## src/rtl/wsd_pkg.sv

```systemverilog
// ----------------------------------------------------------------------------
// wsd_pkg
// Types and constants shared by the WebSocket frame deframer.
// ----------------------------------------------------------------------------
package wsd_pkg;

    localparam int BYTE_W    = 8;
    localparam int OPCODE_W  = 4;
    localparam int LEN_W     = 64;
    localparam int MAX_W     = 32;
    localparam int KEY_W     = 32;
    localparam int CNT_W     = 4;
    localparam int IDX_W     = 2;

    localparam logic [MAX_W-1:0]    MAX_PAYLOAD_RST = 32'd1048576;
    localparam logic [6:0]          LEN7_EXT16      = 7'd126;
    localparam logic [6:0]          LEN7_EXT64      = 7'd127;
    localparam logic [CNT_W-1:0]    EXT16_BYTES     = 4'd2;
    localparam logic [CNT_W-1:0]    EXT64_BYTES     = 4'd8;
    localparam logic [CNT_W-1:0]    KEY_BYTES       = 4'd4;

    typedef enum logic [2:0] {
        PH_HDR0 = 3'd0,
        PH_HDR1 = 3'd1,
        PH_EXT  = 3'd2,
        PH_MASK = 3'd3,
        PH_DATA = 3'd4
    } t_phase;

    typedef enum logic [1:0] {
        KIND_DATA  = 2'd0,
        KIND_EMPTY = 2'd1,
        KIND_ERROR = 2'd2
    } t_kind;

    typedef struct packed {
        logic                   emit;
        t_kind                  kind;
        logic [BYTE_W-1:0]      data;
        logic [OPCODE_W-1:0]    opcode;
        logic                   final_fragment;
        logic                   frame_end;
    } t_result;

endpackage

```

## src/rtl/wsd_core.sv

```systemverilog
// ----------------------------------------------------------------------------
// wsd_core
// Frame parser state and per-byte next-state logic; one byte per step.
// ----------------------------------------------------------------------------
module wsd_core (
    input  logic                        i_clk,
    input  logic                        i_rst_n,
    input  logic                        i_step,
    input  logic [wsd_pkg::BYTE_W-1:0]  i_byte,
    input  logic [wsd_pkg::MAX_W-1:0]   i_max_payload,
    output wsd_pkg::t_result            o_res
);
    import wsd_pkg::*;

    t_phase                 r_phase,    n_phase;
    logic [LEN_W-1:0]       r_len,      n_len;
    logic [CNT_W-1:0]       r_ext,      n_ext;
    logic [KEY_W-1:0]       r_key,      n_key;
    logic [IDX_W-1:0]       r_idx,      n_idx;
    logic                   r_masked,   n_masked;
    logic [OPCODE_W-1:0]    r_opcode,   n_opcode;
    logic                   r_fin,      n_fin;
    logic                   r_err,      n_err;

    logic [6:0]             len7;
    logic [LEN_W-1:0]       len_cand;
    logic                   len_over;
    logic [BYTE_W-1:0]      key_byte;
    logic [LEN_W-1:0]       len_dec;

    assign len7     = i_byte[6:0];
    assign len_over = len_cand > {{(LEN_W-MAX_W){1'b0}}, i_max_payload};
    assign len_dec  = r_len - {{(LEN_W-1){1'b0}}, 1'b1};

    always_comb begin
        len_cand = {{(LEN_W-7){1'b0}}, len7};
        if (r_phase == PH_EXT) begin
            len_cand = {r_len[LEN_W-BYTE_W-1:0], i_byte};
        end
    end

    always_comb begin
        case (r_idx)
            2'd0:    key_byte = r_key[31:24];
            2'd1:    key_byte = r_key[23:16];
            2'd2:    key_byte = r_key[15:8];
            default: key_byte = r_key[7:0];
        endcase
    end

    always_comb begin
        n_phase  = r_phase;
        n_len    = r_len;
        n_ext    = r_ext;
        n_key    = r_key;
        n_idx    = r_idx;
        n_masked = r_masked;
        n_opcode = r_opcode;
        n_fin    = r_fin;
        n_err    = r_err;
        o_res.emit           = 1'b0;
        o_res.kind           = KIND_DATA;
        o_res.data           = '0;
        o_res.opcode         = r_opcode;
        o_res.final_fragment = r_fin;
        o_res.frame_end      = 1'b1;

        if (i_step && !r_err) begin
            unique case (r_phase)
                PH_HDR1: begin
                    n_masked = i_byte[7];
                    n_key    = '0;
                    n_idx    = '0;
                    if (len7 == LEN7_EXT16 || len7 == LEN7_EXT64) begin
                        n_len   = '0;
                        n_ext   = (len7 == LEN7_EXT16) ? EXT16_BYTES : EXT64_BYTES;
                        n_phase = PH_EXT;
                    end else begin
                        n_len = len_cand;
                        if (len_over) begin
                            n_err      = 1'b1;
                            n_phase    = PH_HDR0;
                            o_res.emit = 1'b1;
                            o_res.kind = KIND_ERROR;
                        end else if (i_byte[7]) begin
                            n_phase = PH_MASK;
                            n_ext   = KEY_BYTES;
                        end else if (len7 == 7'd0) begin
                            n_phase    = PH_HDR0;
                            o_res.emit = 1'b1;
                            o_res.kind = KIND_EMPTY;
                        end else begin
                            n_phase = PH_DATA;
                        end
                    end
                end
                PH_EXT: begin
                    n_len = len_cand;
                    n_ext = r_ext - 4'd1;
                    if (n_ext == '0) begin
                        if (len_over) begin
                            n_err      = 1'b1;
                            n_phase    = PH_HDR0;
                            o_res.emit = 1'b1;
                            o_res.kind = KIND_ERROR;
                        end else if (r_masked) begin
                            n_phase = PH_MASK;
                            n_ext   = KEY_BYTES;
                        end else if (len_cand == '0) begin
                            n_phase    = PH_HDR0;
                            o_res.emit = 1'b1;
                            o_res.kind = KIND_EMPTY;
                        end else begin
                            n_phase = PH_DATA;
                        end
                    end
                end
                PH_MASK: begin
                    n_key = {r_key[KEY_W-BYTE_W-1:0], i_byte};
                    n_ext = r_ext - 4'd1;
                    if (n_ext == '0) begin
                        if (r_len == '0) begin
                            n_phase    = PH_HDR0;
                            o_res.emit = 1'b1;
                            o_res.kind = KIND_EMPTY;
                        end else begin
                            n_phase = PH_DATA;
                        end
                    end
                end
                PH_DATA: begin
                    n_idx           = r_idx + 2'd1;
                    n_len           = len_dec;
                    o_res.emit      = 1'b1;
                    o_res.kind      = KIND_DATA;
                    o_res.data      = i_byte ^ key_byte;
                    o_res.frame_end = (len_dec == '0);
                    if (len_dec == '0) begin
                        n_phase = PH_HDR0;
                    end
                end
                default: begin
                    n_fin    = i_byte[7];
                    n_opcode = i_byte[3:0];
                    n_phase  = PH_HDR1;
                end
            endcase
        end
    end

    always_ff @(posedge i_clk) begin
        if (!i_rst_n) begin
            r_phase  <= PH_HDR0;
            r_len    <= '0;
            r_ext    <= '0;
            r_key    <= '0;
            r_idx    <= '0;
            r_masked <= 1'b0;
            r_opcode <= '0;
            r_fin    <= 1'b0;
            r_err    <= 1'b0;
        end else begin
            r_phase  <= n_phase;
            r_len    <= n_len;
            r_ext    <= n_ext;
            r_key    <= n_key;
            r_idx    <= n_idx;
            r_masked <= n_masked;
            r_opcode <= n_opcode;
            r_fin    <= n_fin;
            r_err    <= n_err;
        end
    end

endmodule

```

## src/rtl/websocket_frame_deframer_top.sv

```systemverilog
// ----------------------------------------------------------------------------
// websocket_frame_deframer_top
// Parses a received WebSocket byte stream and emits unmasked payload bytes.
//
//   channel   direction  handshake                  payload
//   in        sink       i_in_valid / o_in_ready    i_rx_byte
//   out       source     o_out_valid / i_out_ready  o_kind o_data o_opcode
//                                                   o_final_fragment o_frame_end
//   cfg       sink       i_cfg_valid / o_cfg_ready  i_cfg_data (max_payload)
//
// One byte per cycle sustained unless the result stalls; a byte moves from the
// input register through the single parser step into the result register.
// Reset is synchronous: the parser waits for header byte zero and max_payload
// returns to 1048576. A stalled result holds the input stage, which keeps
// accepting while its byte can advance in the same cycle.
// ----------------------------------------------------------------------------
module websocket_frame_deframer_top (
    input  logic                            i_clk,
    input  logic                            i_rst_n,
    input  logic                            i_in_valid,
    output logic                            o_in_ready,
    input  logic [wsd_pkg::BYTE_W-1:0]      i_rx_byte,
    output logic                            o_out_valid,
    input  logic                            i_out_ready,
    output logic [1:0]                      o_kind,
    output logic [wsd_pkg::BYTE_W-1:0]      o_data,
    output logic [wsd_pkg::OPCODE_W-1:0]    o_opcode,
    output logic                            o_final_fragment,
    output logic                            o_frame_end,
    input  logic                            i_cfg_valid,
    output logic                            o_cfg_ready,
    input  logic [wsd_pkg::MAX_W-1:0]       i_cfg_data
);
    import wsd_pkg::*;

    logic [MAX_W-1:0]   r_max;
    logic               r_in_valid;
    logic [BYTE_W-1:0]  r_in_byte;
    logic               r_out_valid;
    t_result            r_out;
    t_result            core_res;
    logic               advance;

    assign advance     = r_in_valid && (!r_out_valid || i_out_ready);
    assign o_in_ready  = !r_in_valid || advance;
    assign o_cfg_ready = 1'b1;

    always_ff @(posedge i_clk) begin
        if (!i_rst_n) begin
            r_max <= MAX_PAYLOAD_RST;
        end else if (i_cfg_valid) begin
            r_max <= i_cfg_data;
        end
    end

    always_ff @(posedge i_clk) begin
        if (!i_rst_n) begin
            r_in_valid <= 1'b0;
        end else if (o_in_ready) begin
            r_in_valid <= i_in_valid;
        end
    end

    always_ff @(posedge i_clk) begin
        if (o_in_ready && i_in_valid) begin
            r_in_byte <= i_rx_byte;
        end
    end

    wsd_core u_core (
        .i_clk         (i_clk),
        .i_rst_n       (i_rst_n),
        .i_step        (advance),
        .i_byte        (r_in_byte),
        .i_max_payload (r_max),
        .o_res         (core_res)
    );

    always_ff @(posedge i_clk) begin
        if (!i_rst_n) begin
            r_out_valid <= 1'b0;
        end else if (advance) begin
            r_out_valid <= core_res.emit;
        end else if (i_out_ready) begin
            r_out_valid <= 1'b0;
        end
    end

    always_ff @(posedge i_clk) begin
        if (advance && core_res.emit) begin
            r_out <= core_res;
        end
    end

    assign o_out_valid      = r_out_valid;
    assign o_kind           = r_out.kind;
    assign o_data           = r_out.data;
    assign o_opcode         = r_out.opcode;
    assign o_final_fragment = r_out.final_fragment;
    assign o_frame_end      = r_out.frame_end;

endmodule

```

## config.mk

```make
export PLATFORM = sky130hd
export DESIGN_NAME = websocket_frame_deframer_top
export DESIGN_NICKNAME = d
export VERILOG_FILES = /design/src/rtl/wsd_pkg.sv /design/src/rtl/wsd_core.sv /design/src/rtl/websocket_frame_deframer_top.sv
export SDC_FILE = /design/constraint.sdc
export NUM_CORES = 1
export LEC_CHECK = 0
export BUFFER_PORTS_ARGS = -buffer_cell sky130_fd_sc_hd__buf_4
export CAP_MARGIN = 10
export CORE_MARGIN = 3
export CORE_UTILIZATION = 56
export CTS_CLUSTER_SIZE = 28
export DETAILED_ROUTE_END_ITERATION = 10
export GPL_TIMING_DRIVEN = 0
export PLACE_DENSITY = 0.86
export SYNTH_ARGS = -nofsm -noshare
export SYNTH_HDL_FRONTEND = slang
export SYNTH_HIERARCHICAL = 1
export SYNTH_SLANG_ARGS = --single-unit
```

## constraint.sdc

```tcl
create_clock -name i_clk -period 8.4 [get_ports i_clk]
set_input_delay 0 -clock i_clk [delete_from_list [all_inputs] [get_ports i_clk]]
set_output_delay 0 -clock i_clk [all_outputs]
set_load 0.01 [all_outputs]
```

After elaboration in Yosys (flattened, before gate mapping)
Index checks and enable logic that the tools add are counted.
{"block": "classes", "addsub": 3, "n_lt_le_gt_ge": 1, "n_eq_ne": 14, "muxes": 45, "n_bitwise": 2, "reduce_logical": 32}
{"operator": "$logic_not 64->1", "n": 3}
{"operator": "$pmux 64 s3", "n": 1}
{"operator": "$mux 64", "n": 2}
{"operator": "$gt 64x32->1", "n": 1}
{"operator": "$pmux 32 s2", "n": 1}
{"operator": "$sub 64x1->64 const B", "n": 1}
{"operator": "$mux 3", "n": 21}
{"operator": "$mux 4", "n": 7}
{"operator": "$pmux 3 s4", "n": 2}
{"operator": "$pmux 8 s3", "n": 1}
{"operator": "$eq 7x7->1 const B", "n": 2}
{"operator": "$pmux 4 s3", "n": 1}
{"operator": "$reduce_and 2->1", "n": 6}
{"operator": "$reduce_and 4->1", "n": 3}
{"operator": "$mux 11", "n": 1}
{"operator": "$mux 8", "n": 1}
{"operator": "$reduce_bool 2->1", "n": 4}
{"operator": "$xor 8x8->8", "n": 1}
{"operator": "$logic_not 7->1", "n": 1}
{"operator": "$eq 3x2->1 const B", "n": 2}
{"operator": "$reduce_bool 3->1", "n": 2}
{"operator": "$mux 1", "n": 5}
{"operator": "$logic_and 1x1->1", "n": 4}
{"operator": "$logic_not 4->1", "n": 1}
{"operator": "other kinds (17)", "n": 23}
{"block": "word_totals", "ff_bits": 170, "inputBits": 45, "out_inout_bits": 19, "elab_cells": 115}

Depth between registers and ports, before layout
{"block": "logic_depth", "word_depth": 10, "ltp_mapped": 18, "depth_no_buf": 16}

Hierarchy
The synthesis kept the hierarchy.
{"module": "wsd_core", "n_inst": 1, "cells_per_inst": 1095, "area_per_inst_um2": 8052.7, "seq_area_each_um2": 2242.2}
{"module": "websocket_frame_deframer_top", "n_inst": 1, "cells_per_inst": 142, "area_per_inst_um2": 2070.7, "seq_area_each_um2": 1401.3}

Worst setup path before layout
OpenSTA, ideal clock, no wires.
{"block": "synth_timing", "path_type": "register to register", "from": "reg u_core.r_phase[2]", "to": "reg r_out (netlist bit o_data[0]) (enable)", "setup_time_ns": 0.388, "arrival_ns": 3.722, "required_time_ns": 8.012, "slack_ns": 4.290, "path_stages_with_launch": 18, "path_buffers": 2, "period_less_slack_ns": 4.110, "cell_sequence": "dfxtp_1 clkbuf_1 inv_1 nand2_1 nor2_1 clkbuf_1 and2_1 ha_1 nand4_1 nor4_1 a221oi_1 o211a_1 or2_2 nand3_1 nand2_1 a21oi_1 nand2_1 nor2_1"}
{"item": "start, declared", "line_no": "wsd_core.sv:15", "rtl": "t_phase r_phase, n_phase;"}
{"item": "start signal, assigned", "line_no": "wsd_core.sv:163", "rtl": "r_phase <= n_phase;"}
{"item": "end signal, assigned", "line_no": "websocket_frame_deframer_top.sv:91", "rtl": "r_out <= core_res;"}
{"item": "end, declared", "line_no": "websocket_frame_deframer_top.sv:40", "rtl": "t_result r_out;"}

==> flow_summary.toml <==
[sta]
period_share = 0.7056
hold_violations = 0
worst_slew_pin_slew_ns = 1.200
final.setup.tns_ns = 0
relSlewSlack = 0.1931
slew_violations = 0
finalCriticalPeriod_ns = 5.927
fmax_mhz = 168.7
hold-worst-slack_ns = 0.04375
fin_skew_ns = 0.01927
setup_viol = 0
grt_setup_unrepaired = "no"

[pwr]
power_frac_comb = 0.242
clockPowerShare = 0.361
ir_worst_vdd_mv = 0.1937
switchingPower_uw = 740.3
power_leakage_nw = 4.713
p_int_mw = 1.455
p_sw_frac = 0.3373
power_density_nw_per_um2 = 183.4
total_power_mw = 2.195
power_frac_seq = 0.397

[job]
cap_viol_max_count = 0

[cells_and_area]
final_cell_area_um2 = 11970
final_common_cell = "nor2_1"
diodes = 0
area_delta_synth_final_pct = 18.24
fin_nets = 1452
drive_gt1_frac = 0.09196
final_cell_mix = "nor2_1 (154), dfxtp_1 (146), nand2_1 (95)"

[placement]
dp_hpwl_mm = 22.39
port_buffers = 61
gp_congestion = 1.012
post_dp_cell_area_um2 = 10870

[clock_tree]
post_cts_buffers = 0
cts_tree = "built"
cts.clk_slew.worst_paths_ns = 0.08
clockBufferDepth = 2
clock_sinks = 170
htree_levels = 4
cts_made_buffers = 17
ctsResizeCount = 0
clockRootBuffer = "clkbuf_16"
insertion_delay_ns = 0.44

[setup_path]
crit_family = "simple AND/OR/NAND/NOR gates"
cp_max_fo = 10
endpoint_kind = "flop"
path_class = "flop to flop"
rr_worst_depth = 19
r2r_start = "u_core/r_phase[2]"
regToRegSetupSlack_ns = 2.47
cp_slowest_stage_delay_ns = 0.64
crit_required_ns = 8.54
critPathLaunchType = "flop"
worstPathArrival_ns = 6.07
reg2reg_to = "o_opcode[3]"
path_cells = "clkbuf_1 > inv_1 > nand2_1 > nor2_1 > clkbuf_1 > nand2_1 > inv_1 > ha_1 > nand4_1 > nor4_1 > a221oi_1 > o211a_1 > or2_2 > nand3_1 > nand2_1 > a21oi_1 > nand2_1 > nor2_1 > buf_6"
cpMaxStageDelayCell = "nor2_1"
worst-path-buf-inv = 5
cp_common_cell = "nand2_1"

[global_route]
grt_max_degree = 20
grt_usage = 0.3402
antenna_found_initial = 0
overflow = 0
grt_util_met1 = 0.4406
top_usage_layer = "met2"
grt_pass1_vias = 10250
use_met3 = 0.07648
grt_pass1_wl_mm = 54.18
grtUsageMet2 = 0.5403

[route]
initialDrtViolationCount = 1603
routedWlPerCell_um = 21.12
routed_wl_mm = 33.93
vias = 10590
final_antenna_net_count = 0
viasPerCell = 6.593
dr.pass1.iters = 8
drc_errors = 0

[floorplan]
coreArea_um2 = 17480
die_w_um = 140.5
start_util = 0.5793
die_h_um = 140.5
rows = 48
die_area_um2 = 19730
io_pins = 64

[worst_hold_path]
hp-class = "input port to flop"
worst_hold_path.endpoint = "r_max[14]"
hold_path_depth = 4
min_from = "i_cfg_valid"

[run_status]
status = "completed"

[yosys]
syn-instance-count = 1237
synth_edf_count = 24
syn_avg_cell_area_um2 = 8.184
syn_nets = 1321
synth-async-reset-ratio = 0
ys_types = 76
synthesis.area_um2 = 10120
ys.flop_type = "dfxtp_1"
synth_seq_area_share = 0.3599
synth_warnings = 6
ys_ff_latch = 170
synth.top_cell.area_share = 0.2887
synthTopCellsByArea = "dfxtp_1 (29%), edfxtp_1 (7.1%), nor2_1 (5.7%)"
yosysTopAreaCell = "dfxtp_1"
==> final cells by class <==
type / count / area [um^2]
Clock buffer: 17 / 425.4
Timing Repair Buffer: 112 / 969.7
Inverter: 49 / 183.9
Clock inverter: 15 / 170.2
Tap cell: 225 / 281.5
Buffer: 85 / 411.6
Fill cell: 1310 / 5507
Multi-Input combinational cell: 933 / 5884
Sequential cell: 170 / 3643
==> cell usage after synthesis (4+ instances only) <==
cell type	instances
a211o_1	4
a211oi_1	13
a21boi_0	7
a21o_1	8
a21oi_1	58
a222oi_1	8
a22oi_1	76
a31oi_1	7
and2_1	27
and3_1	4
and4_1	6
buf_6	4
clkbuf_1	71
dfxtp_1	146
edfxtp_1	24
ha_1	39
inv_1	48
mux2i_1	32
nand2_1	95
nand2b_1	7
nand3_1	30
nand4_1	27
nand4b_1	5
nor2_1	154
nor2b_1	40
nor3_1	40
nor3b_1	5
nor4_1	29
nor4_2	4
o21ai_0	66
o21bai_1	5
o31a_1	6
o31ai_1	7
or2_2	4
or3_1	11
or4_1	6
xnor2_1	23
xor2_1	26
==> repair_timing <==
item	CTS	global route
endpoints found under the setup margin	0	0
hold buffers	50	0
hold endpoints to repair	42	0
==> kinds of logic after synthesis <==
| family | after synthesis | share of synthesized area |
|---|---|---|
| xor+xnor | 49 | 0.04239 |
| other cells | 1 | 0.0003704 |
| compound gates | 296 | 0.1957 |
| fa+ha+maj | 40 | 0.04919 |
| simple gates | 515 | 0.2620 |
| buf+inv | 134 | 0.05883 |
| flops | 170 | 0.3599 |
| mux | 32 | 0.03164 |
==> power by group through the flow <==
| stage | logic (mW) | registers, mW | clock network [mW] |
|---|---|---|---|
| floorplan | 0.355 | 0.880 | 0 |
| global placement | 0.471 | 0.888 | 0 |
| detailed placement | 0.480 | 0.889 | 0 |
| CTS | 0.503 | 0.870 | 0.797 |
| global route | 0.569 | 0.874 | 0.825 |
| finish | 0.531 | 0.872 | 0.792 |
==> tightest hold or removal path, delay by kind of cell <==
family / cells / cell delay [ns]
simple gates: 1 / 0.09
buf+inv: 2 / 0.28
mux: 1 / 0.07
==> sequential cells by signal, indices dropped and copies added, names as in the netlist, 2 cells and up <==
register	cells
u_core/r_ext	4
u_core/r_idx	2
o_data	8
o_opcode	4
u_core/r_key	32
o_kind	2
u_core/r_opcode	4
r_in_byte	8
u_core/r_len	64
r_max	32
u_core/r_phase	3
==> per-stage QoR <==
stage	worst slack, ns	utilization	cells
floorplan	4.290	-	1237
global placement	2.549	0.6216	1523
detailed placement	2.842	0.6222	1524
CTS	2.797	0.6849	1606
global route	2.294	0.6849	1606
finish	2.473	0.6849	1606
==> worst max-delay path by stage <==
| stage | start | to | slack, ns | cells past startpoint |
|---|---|---|---|---|
| after CTS | u_core/r_phase[2] | o_opcode[3] | 2.80 | 19 |
| after global routing | u_core/r_phase[2] | o_opcode[0] | 2.29 | 18 |
| after detailed placement | u_core/r_phase[2] | o_frame_end | 2.84 | 19 |
| final | u_core/r_phase[2] | o_opcode[3] | 2.47 | 19 |
| after floorplan | u_core/r_phase[2] | o_data[0] | 4.29 | 17 |
| after global placement | u_core/r_phase[2] | o_frame_end | 2.55 | 18 |
==> layer usage <==
layer	up-vias	wire, um
met4	0	1597
met5	-	0
met3	150	3665
li1	4745	-
met2	789	15360
met1	4904	13300
Note: power is estimated with default switching activity, not from simulation.
